--- src/design/fdpq_pkg.sv ---
package fdpq_pkg;

  localparam int CMD_W     = 2;
  localparam int PID_W     = 7;
  localparam int PRIO_W    = 2;
  localparam int TIME_W    = 32;
  localparam int QUANT_W   = 16;
  localparam int MAX_PROCS = 128;
  localparam int PTR_W     = $clog2(MAX_PROCS);
  localparam int CNT_W     = $clog2(MAX_PROCS + 1);

  localparam int CFG_ADDR_W = 4;
  localparam int CFG_DATA_W = 32;

  localparam logic [CMD_W-1:0] CMD_READY   = 2'd0;
  localparam logic [CMD_W-1:0] CMD_LEAVE   = 2'd1;
  localparam logic [CMD_W-1:0] CMD_PREEMPT = 2'd2;

  localparam logic [PRIO_W-1:0] PRIO_HIGH = 2'd0;
  localparam logic [PRIO_W-1:0] PRIO_MID  = 2'd1;

  localparam logic [1:0] REG_Q_HIGH = 2'd0;
  localparam logic [1:0] REG_Q_MID  = 2'd1;
  localparam logic [1:0] REG_Q_LOW  = 2'd2;

  localparam logic [QUANT_W-1:0] Q_HIGH_RST = 16'd10;
  localparam logic [QUANT_W-1:0] Q_MID_RST  = 16'd5;
  localparam logic [QUANT_W-1:0] Q_LOW_RST  = 16'd2;

  // queue actions for the cycle, taken only when the pipeline advances
  typedef struct packed {
    logic push;
    logic pop;
  } ring_ctl_t;

  typedef struct packed {
    logic empty;
    logic full;
  } ring_stat_t;

endpackage

--- src/design/fdpq_ifs.sv ---
interface fdpq_in_if;
  logic                        valid;
  logic                        ready;
  logic [fdpq_pkg::CMD_W-1:0]  cmd;
  logic [fdpq_pkg::PID_W-1:0]  proc_id;
  logic [fdpq_pkg::PRIO_W-1:0] proc_priority;
  logic [fdpq_pkg::TIME_W-1:0] now;

  modport source (output valid, cmd, proc_id, proc_priority, now, input ready);
  modport sink (input valid, cmd, proc_id, proc_priority, now, output ready);
endinterface

interface fdpq_out_if;
  logic                        valid;
  logic                        ready;
  logic                        dispatched;
  logic                        cpu_busy;
  logic [fdpq_pkg::PID_W-1:0]  running_id;
  logic [fdpq_pkg::TIME_W-1:0] slice_end;
  logic                        enqueue_dropped;

  modport source (output valid, dispatched, cpu_busy, running_id, slice_end,
                  enqueue_dropped, input ready);
  modport sink (input valid, dispatched, cpu_busy, running_id, slice_end,
                enqueue_dropped, output ready);
endinterface

--- src/design/fdpq_ring.sv ---
module fdpq_ring (
  input  logic                       clk,
  input  logic                       rst_n,
  input  logic                       adv,
  input  fdpq_pkg::ring_ctl_t        ctl,
  input  logic [fdpq_pkg::PID_W-1:0] wr_id,
  output fdpq_pkg::ring_stat_t       stat,
  output logic [fdpq_pkg::PID_W-1:0] head_id
);

  logic [fdpq_pkg::PID_W-1:0] mem [fdpq_pkg::MAX_PROCS];
  logic [fdpq_pkg::PTR_W-1:0] head_r, head_nxt;
  logic [fdpq_pkg::PTR_W-1:0] tail_r, tail_nxt;
  logic [fdpq_pkg::CNT_W-1:0] count_r, count_nxt;
  logic [fdpq_pkg::PID_W-1:0] rd_r;

  localparam logic [fdpq_pkg::PTR_W-1:0] LAST = fdpq_pkg::PTR_W'(fdpq_pkg::MAX_PROCS - 1);

  assign stat.empty = (count_r == '0);
  assign stat.full  = (count_r == fdpq_pkg::CNT_W'(fdpq_pkg::MAX_PROCS));
  assign head_id    = rd_r;

  always_comb begin
    head_nxt  = head_r;
    tail_nxt  = tail_r;
    if (ctl.pop) begin
      head_nxt = (head_r == LAST) ? '0 : head_r + 1'b1;
    end
    if (ctl.push) begin
      tail_nxt = (tail_r == LAST) ? '0 : tail_r + 1'b1;
    end
    count_nxt = count_r + fdpq_pkg::CNT_W'(ctl.push) - fdpq_pkg::CNT_W'(ctl.pop);
  end

  always_ff @(posedge clk) begin
    if (!rst_n) begin
      head_r  <= '0;
      tail_r  <= '0;
      count_r <= '0;
    end else if (adv) begin
      head_r  <= head_nxt;
      tail_r  <= tail_nxt;
      count_r <= count_nxt;
    end
  end

  // read returns the old slot contents; an empty-queue push is bypassed upstream
  always_ff @(posedge clk) begin
    if (adv) begin
      rd_r <= mem[head_r];
      if (ctl.push) begin
        mem[tail_r] <= wr_id;
      end
    end
  end

  a_count_bound: assert property (@(posedge clk) disable iff (!rst_n)
    count_r <= fdpq_pkg::CNT_W'(fdpq_pkg::MAX_PROCS))
    else $error("ring count above depth");

  a_no_underflow: assert property (@(posedge clk) disable iff (!rst_n)
    adv && ctl.pop |-> !stat.empty || ctl.push)
    else $error("pop from empty ring");

  a_no_overflow: assert property (@(posedge clk) disable iff (!rst_n)
    adv && ctl.push |-> !stat.full)
    else $error("push into full ring");

endmodule

--- src/design/fifo_dispatcher_with_priority_quantum.sv ---
// Single-CPU dispatcher with a FIFO ready queue and priority-based time slice.
// in_ch carries one event item (cmd, proc_id, proc_priority, now); out_ch returns
// exactly one result item per event, in order. Both use valid/ready.
// APB port: quantum_high at 0x0, quantum_mid at 0x4, quantum_low at 0x8; write
// only while no item is in flight. Reads return the register value.
// Pipeline: input register, queue update, id lookup into the priority table,
// then slice add into the output register. Throughput is one item per cycle
// while out_ch does not stall; the queue pointers, the ring memory read of the
// head slot and the priority table read each take one stage.
// When out_ch stalls (valid high, ready low), every stage holds and in_ch.ready
// drops until the result is taken.
// Synchronous reset (rst_n low): queue empty, CPU idle, no item in flight,
// quanta back to 10, 5 and 2. Ring and priority table contents are not cleared.
module fifo_dispatcher_with_priority_quantum (
  input  logic                            clk,
  input  logic                            rst_n,
  fdpq_in_if.sink                         in_ch,
  fdpq_out_if.source                      out_ch,
  input  logic                            psel,
  input  logic                            penable,
  input  logic                            pwrite,
  input  logic [fdpq_pkg::CFG_ADDR_W-1:0] paddr,
  input  logic [fdpq_pkg::CFG_DATA_W-1:0] pwdata,
  output logic [fdpq_pkg::CFG_DATA_W-1:0] prdata,
  output logic                            pready
);

  typedef struct packed {
    logic [fdpq_pkg::CMD_W-1:0]  cmd;
    logic [fdpq_pkg::PID_W-1:0]  pid;
    logic [fdpq_pkg::PRIO_W-1:0] prio;
    logic [fdpq_pkg::TIME_W-1:0] now;
  } item_t;

  typedef struct packed {
    logic                        disp;
    logic                        do_disp;
    logic                        bypass;
    logic                        dropped;
    logic [fdpq_pkg::PID_W-1:0]  pid;
    logic [fdpq_pkg::TIME_W-1:0] now;
  } s2_t;

  typedef struct packed {
    logic                        disp;
    logic                        do_disp;
    logic                        dropped;
    logic [fdpq_pkg::PID_W-1:0]  id;
    logic [fdpq_pkg::TIME_W-1:0] now;
  } s3_t;

  typedef struct packed {
    logic                        dispatched;
    logic                        cpu_busy;
    logic [fdpq_pkg::PID_W-1:0]  running_id;
    logic [fdpq_pkg::TIME_W-1:0] slice_end;
    logic                        enqueue_dropped;
  } res_t;

  logic [fdpq_pkg::QUANT_W-1:0] q_high_r, q_mid_r, q_low_r;
  logic                         cfg_wr;

  logic                         adv;
  logic                         v1_r, v2_r, v3_r, out_valid_r;
  item_t                        in_r;
  s2_t                          s2_r, s2_nxt;
  s3_t                          s3_r, s3_nxt;
  res_t                         out_r, res_nxt;

  logic                         busy1_r, busy1_nxt;
  logic                         is_ready, is_preempt, push_req, push_ok, do_disp, pop;
  fdpq_pkg::ring_ctl_t          ring_ctl;
  fdpq_pkg::ring_stat_t         ring_stat;
  logic [fdpq_pkg::PID_W-1:0]   ring_head_id;

  logic [fdpq_pkg::PRIO_W-1:0]  prio_tbl [fdpq_pkg::MAX_PROCS];
  logic [fdpq_pkg::PRIO_W-1:0]  prio3_r;

  logic                         cur_valid_r;
  logic [fdpq_pkg::PID_W-1:0]   cur_id_r;
  logic [fdpq_pkg::TIME_W-1:0]  cur_time_r;
  logic [fdpq_pkg::QUANT_W-1:0] quantum;
  logic [fdpq_pkg::TIME_W-1:0]  due;

  // ---- configuration ----
  assign pready = 1'b1;
  assign cfg_wr = psel && penable && pwrite && pready;

  always_ff @(posedge clk) begin
    if (!rst_n) begin
      q_high_r <= fdpq_pkg::Q_HIGH_RST;
      q_mid_r  <= fdpq_pkg::Q_MID_RST;
      q_low_r  <= fdpq_pkg::Q_LOW_RST;
    end else if (cfg_wr) begin
      unique case (paddr[3:2])
        fdpq_pkg::REG_Q_HIGH: q_high_r <= pwdata[fdpq_pkg::QUANT_W-1:0];
        fdpq_pkg::REG_Q_MID:  q_mid_r  <= pwdata[fdpq_pkg::QUANT_W-1:0];
        fdpq_pkg::REG_Q_LOW:  q_low_r  <= pwdata[fdpq_pkg::QUANT_W-1:0];
        default: ;
      endcase
    end
  end

  always_comb begin
    unique case (paddr[3:2])
      fdpq_pkg::REG_Q_HIGH: prdata = fdpq_pkg::CFG_DATA_W'(q_high_r);
      fdpq_pkg::REG_Q_MID:  prdata = fdpq_pkg::CFG_DATA_W'(q_mid_r);
      fdpq_pkg::REG_Q_LOW:  prdata = fdpq_pkg::CFG_DATA_W'(q_low_r);
      default:              prdata = '0;
    endcase
  end

  // ---- pipeline control: every stage moves together ----
  assign adv         = !out_valid_r || out_ch.ready;
  assign in_ch.ready = adv;

  always_ff @(posedge clk) begin
    if (!rst_n) begin
      v1_r        <= 1'b0;
      v2_r        <= 1'b0;
      v3_r        <= 1'b0;
      out_valid_r <= 1'b0;
    end else if (adv) begin
      v1_r        <= in_ch.valid;
      v2_r        <= v1_r;
      v3_r        <= v2_r;
      out_valid_r <= v3_r;
    end
  end

  always_ff @(posedge clk) begin
    if (adv) begin
      in_r.cmd  <= in_ch.cmd;
      in_r.pid  <= in_ch.proc_id;
      in_r.prio <= in_ch.proc_priority;
      in_r.now  <= in_ch.now;
      s2_r      <= s2_nxt;
      s3_r      <= s3_nxt;
      out_r     <= res_nxt;
    end
  end

  // ---- stage 1: queue decisions ----
  always_comb begin
    is_ready   = v1_r && (in_r.cmd == fdpq_pkg::CMD_READY);
    is_preempt = v1_r && (in_r.cmd == fdpq_pkg::CMD_PREEMPT);
    push_req   = is_ready || is_preempt;
    push_ok    = push_req && !ring_stat.full;
    // a ready event with the CPU busy only queues
    do_disp    = v1_r && !(is_ready && busy1_r);
    pop        = do_disp && (!ring_stat.empty || push_ok);
    busy1_nxt  = do_disp ? pop : busy1_r;

    ring_ctl.push = push_ok;
    ring_ctl.pop  = pop;

    s2_nxt.disp    = pop;
    s2_nxt.do_disp = do_disp;
    s2_nxt.bypass  = ring_stat.empty;
    s2_nxt.dropped = push_req && ring_stat.full;
    s2_nxt.pid     = in_r.pid;
    s2_nxt.now     = in_r.now;
  end

  always_ff @(posedge clk) begin
    if (!rst_n) begin
      busy1_r <= 1'b0;
    end else if (adv) begin
      busy1_r <= busy1_nxt;
    end
  end

  fdpq_ring u_ring (
    .clk     (clk),
    .rst_n   (rst_n),
    .adv     (adv),
    .ctl     (ring_ctl),
    .wr_id   (in_r.pid),
    .stat    (ring_stat),
    .head_id (ring_head_id)
  );

  // ---- stage 2: dispatched id, priority lookup ----
  always_comb begin
    s3_nxt.disp    = s2_r.disp;
    s3_nxt.do_disp = s2_r.do_disp;
    s3_nxt.dropped = s2_r.dropped;
    // queue was empty: the only thing to pop is the item pushed this event
    s3_nxt.id      = s2_r.bypass ? s2_r.pid : ring_head_id;
    s3_nxt.now     = s2_r.now;
  end

  // read sees writes of this item and earlier ones; this edge's write belongs to a later one
  always_ff @(posedge clk) begin
    if (adv) begin
      prio3_r <= prio_tbl[s3_nxt.id[fdpq_pkg::PTR_W-1:0]];
      if (is_ready) begin
        prio_tbl[in_r.pid[fdpq_pkg::PTR_W-1:0]] <= in_r.prio;
      end
    end
  end

  // ---- stage 3: slice add, running state ----
  always_comb begin
    unique case (prio3_r)
      fdpq_pkg::PRIO_HIGH: quantum = q_high_r;
      fdpq_pkg::PRIO_MID:  quantum = q_mid_r;
      default:             quantum = q_low_r;
    endcase
    due = s3_r.now + fdpq_pkg::TIME_W'(quantum);

    res_nxt.enqueue_dropped = s3_r.dropped;
    if (!s3_r.do_disp) begin
      res_nxt.dispatched = 1'b0;
      res_nxt.cpu_busy   = cur_valid_r;
      res_nxt.running_id = cur_id_r;
      res_nxt.slice_end  = cur_time_r;
    end else if (s3_r.disp) begin
      res_nxt.dispatched = 1'b1;
      res_nxt.cpu_busy   = 1'b1;
      res_nxt.running_id = s3_r.id;
      res_nxt.slice_end  = due;
    end else begin
      res_nxt.dispatched = 1'b0;
      res_nxt.cpu_busy   = 1'b0;
      res_nxt.running_id = '0;
      res_nxt.slice_end  = '0;
    end
  end

  always_ff @(posedge clk) begin
    if (!rst_n) begin
      cur_valid_r <= 1'b0;
      cur_id_r    <= '0;
      cur_time_r  <= '0;
    end else if (adv && v3_r && s3_r.do_disp) begin
      cur_valid_r <= res_nxt.cpu_busy;
      cur_id_r    <= res_nxt.running_id;
      cur_time_r  <= res_nxt.slice_end;
    end
  end

  assign out_ch.valid           = out_valid_r;
  assign out_ch.dispatched      = out_r.dispatched;
  assign out_ch.cpu_busy        = out_r.cpu_busy;
  assign out_ch.running_id      = out_r.running_id;
  assign out_ch.slice_end       = out_r.slice_end;
  assign out_ch.enqueue_dropped = out_r.enqueue_dropped;

  a_disp_busy: assert property (@(posedge clk) disable iff (!rst_n)
    out_valid_r && out_r.dispatched |-> out_r.cpu_busy)
    else $error("dispatch reported with idle cpu");

  a_idle_zero: assert property (@(posedge clk) disable iff (!rst_n)
    out_valid_r && !out_r.cpu_busy |-> out_r.running_id == '0 && out_r.slice_end == '0)
    else $error("idle result carries a process");

  a_busy_track: assert property (@(posedge clk) disable iff (!rst_n)
    !v2_r && !v3_r |-> busy1_r == cur_valid_r)
    else $error("front and back busy flags disagree with pipeline empty");

  a_drop_push: assert property (@(posedge clk) disable iff (!rst_n)
    adv && v1_r && s2_nxt.dropped |-> is_ready || is_preempt)
    else $error("drop flagged without an enqueue");

endmodule

--- src/flat_wrapper.sv ---
// flat-port wrapper written by rule: the top's interface ports become plain ports
module fifo_dispatcher_with_priority_quantum_flat 
  (clk, rst_n, psel, penable, pwrite, paddr, pwdata, prdata, pready, in_ch_valid, in_ch_cmd, in_ch_proc_id, in_ch_proc_priority, in_ch_now, in_ch_ready, out_ch_valid, out_ch_dispatched, out_ch_cpu_busy, out_ch_running_id, out_ch_slice_end, out_ch_enqueue_dropped, out_ch_ready);
  fdpq_in_if in_ch_i ();
  fdpq_out_if out_ch_i ();
  input  logic clk;
  input  logic rst_n;
  input  logic psel;
  input  logic penable;
  input  logic pwrite;
  input  logic [fdpq_pkg::CFG_ADDR_W-1:0] paddr;
  input  logic [fdpq_pkg::CFG_DATA_W-1:0] pwdata;
  output logic [fdpq_pkg::CFG_DATA_W-1:0] prdata;
  output logic pready;
  input wire logic [$bits(in_ch_i.valid)-1:0] in_ch_valid;
  input wire logic [$bits(in_ch_i.cmd)-1:0] in_ch_cmd;
  input wire logic [$bits(in_ch_i.proc_id)-1:0] in_ch_proc_id;
  input wire logic [$bits(in_ch_i.proc_priority)-1:0] in_ch_proc_priority;
  input wire logic [$bits(in_ch_i.now)-1:0] in_ch_now;
  output wire logic [$bits(in_ch_i.ready)-1:0] in_ch_ready;
  output wire logic [$bits(out_ch_i.valid)-1:0] out_ch_valid;
  output wire logic [$bits(out_ch_i.dispatched)-1:0] out_ch_dispatched;
  output wire logic [$bits(out_ch_i.cpu_busy)-1:0] out_ch_cpu_busy;
  output wire logic [$bits(out_ch_i.running_id)-1:0] out_ch_running_id;
  output wire logic [$bits(out_ch_i.slice_end)-1:0] out_ch_slice_end;
  output wire logic [$bits(out_ch_i.enqueue_dropped)-1:0] out_ch_enqueue_dropped;
  input wire logic [$bits(out_ch_i.ready)-1:0] out_ch_ready;
  assign in_ch_i.valid = in_ch_valid;
  assign in_ch_i.cmd = in_ch_cmd;
  assign in_ch_i.proc_id = in_ch_proc_id;
  assign in_ch_i.proc_priority = in_ch_proc_priority;
  assign in_ch_i.now = in_ch_now;
  assign in_ch_ready = in_ch_i.ready;
  assign out_ch_valid = out_ch_i.valid;
  assign out_ch_dispatched = out_ch_i.dispatched;
  assign out_ch_cpu_busy = out_ch_i.cpu_busy;
  assign out_ch_running_id = out_ch_i.running_id;
  assign out_ch_slice_end = out_ch_i.slice_end;
  assign out_ch_enqueue_dropped = out_ch_i.enqueue_dropped;
  assign out_ch_i.ready = out_ch_ready;
  fifo_dispatcher_with_priority_quantum u_core (.clk(clk), .rst_n(rst_n), .in_ch(in_ch_i), .out_ch(out_ch_i), .psel(psel), .penable(penable), .pwrite(pwrite), .paddr(paddr), .pwdata(pwdata), .prdata(prdata), .pready(pready));
endmodule
--- config.mk ---
export PLATFORM = sky130hd
export DESIGN_NAME = fifo_dispatcher_with_priority_quantum_flat
export DESIGN_NICKNAME = d
export VERILOG_FILES = /design/src/design/fdpq_pkg.sv /design/src/design/fdpq_ifs.sv /design/src/design/fdpq_ring.sv /design/src/design/fifo_dispatcher_with_priority_quantum.sv /design/src/flat_wrapper.sv
export SDC_FILE = /design/constraint.sdc
export NUM_CORES = 2
export LEC_CHECK = 0
export BUFFER_PORTS_ARGS = -buffer_cell sky130_fd_sc_hd__buf_4
export CAP_MARGIN = 20
export CORE_UTILIZATION = 59
export CTS_BUF_LIST = sky130_fd_sc_hd__clkbuf_8
export CTS_CLUSTER_DIAMETER = 30
export DETAILED_ROUTE_END_ITERATION = 8
export PLACE_DENSITY = 0.76
export SETUP_SLACK_MARGIN = 0.02
export SLEW_MARGIN = 10
export SYNTH_ARGS = -nofsm -noshare
export SYNTH_HDL_FRONTEND = slang
export SYNTH_SLANG_ARGS = --single-unit
--- constraint.sdc ---
create_clock -name clk -period 10.55 [get_ports clk]
set_input_delay 2.11 -clock clk [delete_from_list [all_inputs] [get_ports clk]]
set_output_delay 2.11 -clock clk [all_outputs]
set_load 0.01 [all_outputs]
==> impl_results.md <==
* Status: finished, violations left
* Violated checks: DRC
* Async set-reset flop share out of synthesis at 0
* WP data required at 8440 ps
* Seq pwr share at 0.472
* Post-Synthesis Cell Area at 0.0579 mm^2
* GRT overflow at 0
* CTS H-Tree Depth at 5
* CP arrival at 3930 ps
* Total CTS buffers at 290
* Vias in the first global route at 31.9k
* RSZ-0062 raised after global routing: false
* Average cell area after synthesis at 17.1 um^2
* Clock power share at 0.419
* Via count at 31.9k
* Setup Buffers After CTS at 0
* Largest net degree at the start of global routing at 137
* Root buffer cell: clkbuf_8
* Final period util at 0.573
* Antenna viol nets, final at 0
* Top cell type's share of synthesized area at 0.690
* Clock Path Buffers at 4
* Seq/Total Area, Yosys at 0.730
* Reg2reg setup slack at 5790 ps
* Placed cell count at 4670
* Worst slack at placement at 4480 ps
* Share of cells above drive strength 1 at 0.237
* Initial antenna violation count at 4
* Pre-Repair DR Iteration Count at 9
* Crit-path cells: buf_4, nor2b_1, buf_4, inv_8, buf_4, buf_4
* Drt total wl at 127000 um
* CP max stage cell: buf_4
* Final Hold Vio Count at 0
* Post-synth top area cell: edfxtp_1
* Setup TNS at 0 ps
* Fin crit period at 6040 ps
* Area of the die at 0.0994 mm^2
* Stages on worst setup path at 6
* Synth unique cells at 66
* Power Density at 207 mW/mm^2
* Hold buffer count at cts at 0
* Commonest non-fill, non-tap cell in the layout: edfxtp_1
* Clock transition at path regs at 60 ps
* Switch Pwr at 0.00335 W
* Critical-path maximum fanout at 97
* Final Util at 0.680
* DP Area at 0.0601 mm^2
* DR WL/cell at 24.7 um
* Max incr delay on CP at 710 ps
* Starting Density at 0.597
* DR vias/cell at 6.19
* R2R Path Start: u_core.s2_r[40]
* Worst R2R Path Depth at 10
* Combinational share of power at 0.109
* CTS tree: yes
* Fin cells at 5164
* Top_reg_cell synth: edfxtp_1
* IO Port Bufs at 127
* Critical path capture point type: primary output
* Final nets at 3808
* Core footprint at 0.0970 mm^2
* IO Pins at 163
* Crit Path Class: primary input to primary output
* Post-cts resize count at 0
* Max-cap violations at 0
* Post-synthesis register bit count at 1446
* Critical Path Source Type: primary input
* Clk Latency, worst-skew pair at 940 ps
* Layout Skew at 69.7 ps
* Synth area leaders: edfxtp_1, mux4_2, dfxtp_1
* First-pass GRT wire length at 193000 um
* Die height at 315 um
* Setup crit end: in_ch_ready
* Most frequent cells in the layout: edfxtp_1, nand2_1, nor2_1
* Layout area overhead at 13.9%
* EDFF count, synth at 1331
* Setup violators final at 0
* Most used cell, CP: buf_4
* Hold Crit Class: flip-flop to flip-flop
* Final WS setup at 4510 ps
* Sink Count at 1446
* Leakage at 21.8 nW
* Buffers & Inverters on Critical Path at 5
* Peak Freq at 165 MHz
* Net Sw Frac at 0.246
* HPWL after DPL at 74400 um
* Row Count at 114
* Die X at 315 um
* Initial DRC Count at 3703
* Delay-heaviest family, CP: buffers and inverters
* Cell internal pwr at 0.0103 W
* Reg-to-Reg End: u_core.prio3_r[1]
* Final Cell Area at 0.0660 mm^2
* Rel. slew slack at 0.236
* DR DRC count at 18
* Least-Margin Pin Slew at 1150 ps
* Synth Instances at 3395
* All-layer global routing usage at 0.260
* Slew Limit Fails at 0
* Setup crit start: out_ch_ready
* Gpl congestion at 0.849
* Synth warn at 0
* Peak VDD IR at 0.000122 V
[cells in the mapped netlist (4+ instances only)]
cell and count:
dfxtp_1 115, a21o_1 13, a22oi_1 10, o22ai_1 9, o221ai_1 16, o2111ai_1 5, a311oi_1 13, o211ai_1 19
o2bb2ai_1 11, nor2b_1 18, a31oi_1 5, nand2b_1 5, inv_1 46, o21bai_1 4, mux4_2 298, mux2_2 12
edfxtp_1 1331, o21ai_0 73, and2_1 4, clkbuf_1 127, buf_4 17, a32oi_1 11, a41oi_1 5, nor3_1 21
nand2_1 362, a21oi_1 100, buf_2 32, o211a_1 8, buf_1 22, nor4_1 4, nand3_1 101, xor2_1 25
nand4_1 14, or4_1 4, a211oi_1 9, mux2i_1 108, ha_1 34, xnor2_1 10, nor2_1 308, and3_1 17
[per-layer routing]
layer,global-route usage,wire [um],vias up
met5,0,13,-
met4,0.0949,3640,2
met1,0.360,50900,16200
met3,0.0445,9310,280
li1,-,-,13900
met2,0.420,63600,1484
[power by group through the flow]
stage	logic [W]	clock network (W)	registers [W]
after floorplan	0.00101	0	0.00656
after global placement	0.00145	0	0.00655
after detailed placement	0.00147	0	0.00655
after CTS	0.00148	0.00578	0.00644
after global routing	0.00159	0.00604	0.00644
final	0.00148	0.00571	0.00644
[how the worst min path moves through the flow]
stage | start | depth (start not counted) | to
floorplan | u_core.res_nxt[0] | 0 | u_core.out_ch.enqueue_dropped
global placement | u_core.s2_r[28] | 0 | u_core.s3_r[28]
detailed placement | u_core.in_r[28] | 0 | u_core.s2_r[28]
CTS | u_core.s2_r[42] | 0 | u_core.s3_r[41]
global route | u_core.s2_r[42] | 0 | u_core.s3_r[41]
finish | u_core.s2_r[42] | 0 | u_core.s3_r[41]
[through the flow]
stage | hold WS (ps) | power [W]
after detailed placement | 405 | 0.00802
after CTS | 389 | 0.0137
final | 391 | 0.0136
after global placement | 402 | 0.00800
after global routing | 380 | 0.0141
after floorplan | 400 | 0.00757
[state kept, by name, summed over array words and instances (netlist names), 2 cells and up]
signal and count:
u_core.u_ring.mem 896, u_core.prio_tbl 256, u_core.in_r 43, u_core.s2_r 43, u_core.s3_r 41, u_core.cur_time_r 32
u_core.out_ch.slice_end 32, u_core.q_high_r 16, u_core.q_low_r 16, u_core.q_mid_r 16, u_core.u_ring.count_r 8, u_core.cur_id_r 7
u_core.out_ch.running_id 7, u_core.u_ring.head_id 7, u_core.u_ring.head_r 7, u_core.u_ring.tail_r 7, u_core.prio3_r 2
[final cells by class]
type / count / area (um^2)
antenna: 3 / 7.51
clock buffer: 297 / 4090
clock inverter: 194 / 1720
fill: 6174 / 31000
inverter: 49 / 191
multi-input combinational: 1716 / 14700
sequential: 1446 / 42300
tap: 1276 / 1600
timing repair buffer: 183 / 1400
[cells by family after synthesis]
| kind of cell | Yosys count | synth area share |
|---|---|---|
| DFF | 1446 | 0.730 |
| and+or+nand+nor | 875 | 0.0635 |
| muxes | 418 | 0.137 |
| AOI/OAI and AO/OA | 335 | 0.0379 |
| buffers and inverters | 248 | 0.0180 |
| adders and majority gates | 36 | 0.00804 |
| xor gates and xnor gates | 35 | 0.00530 |
| other | 2 | 0.000130 |
No activity file was read; power rests on OpenSTA's default activity.
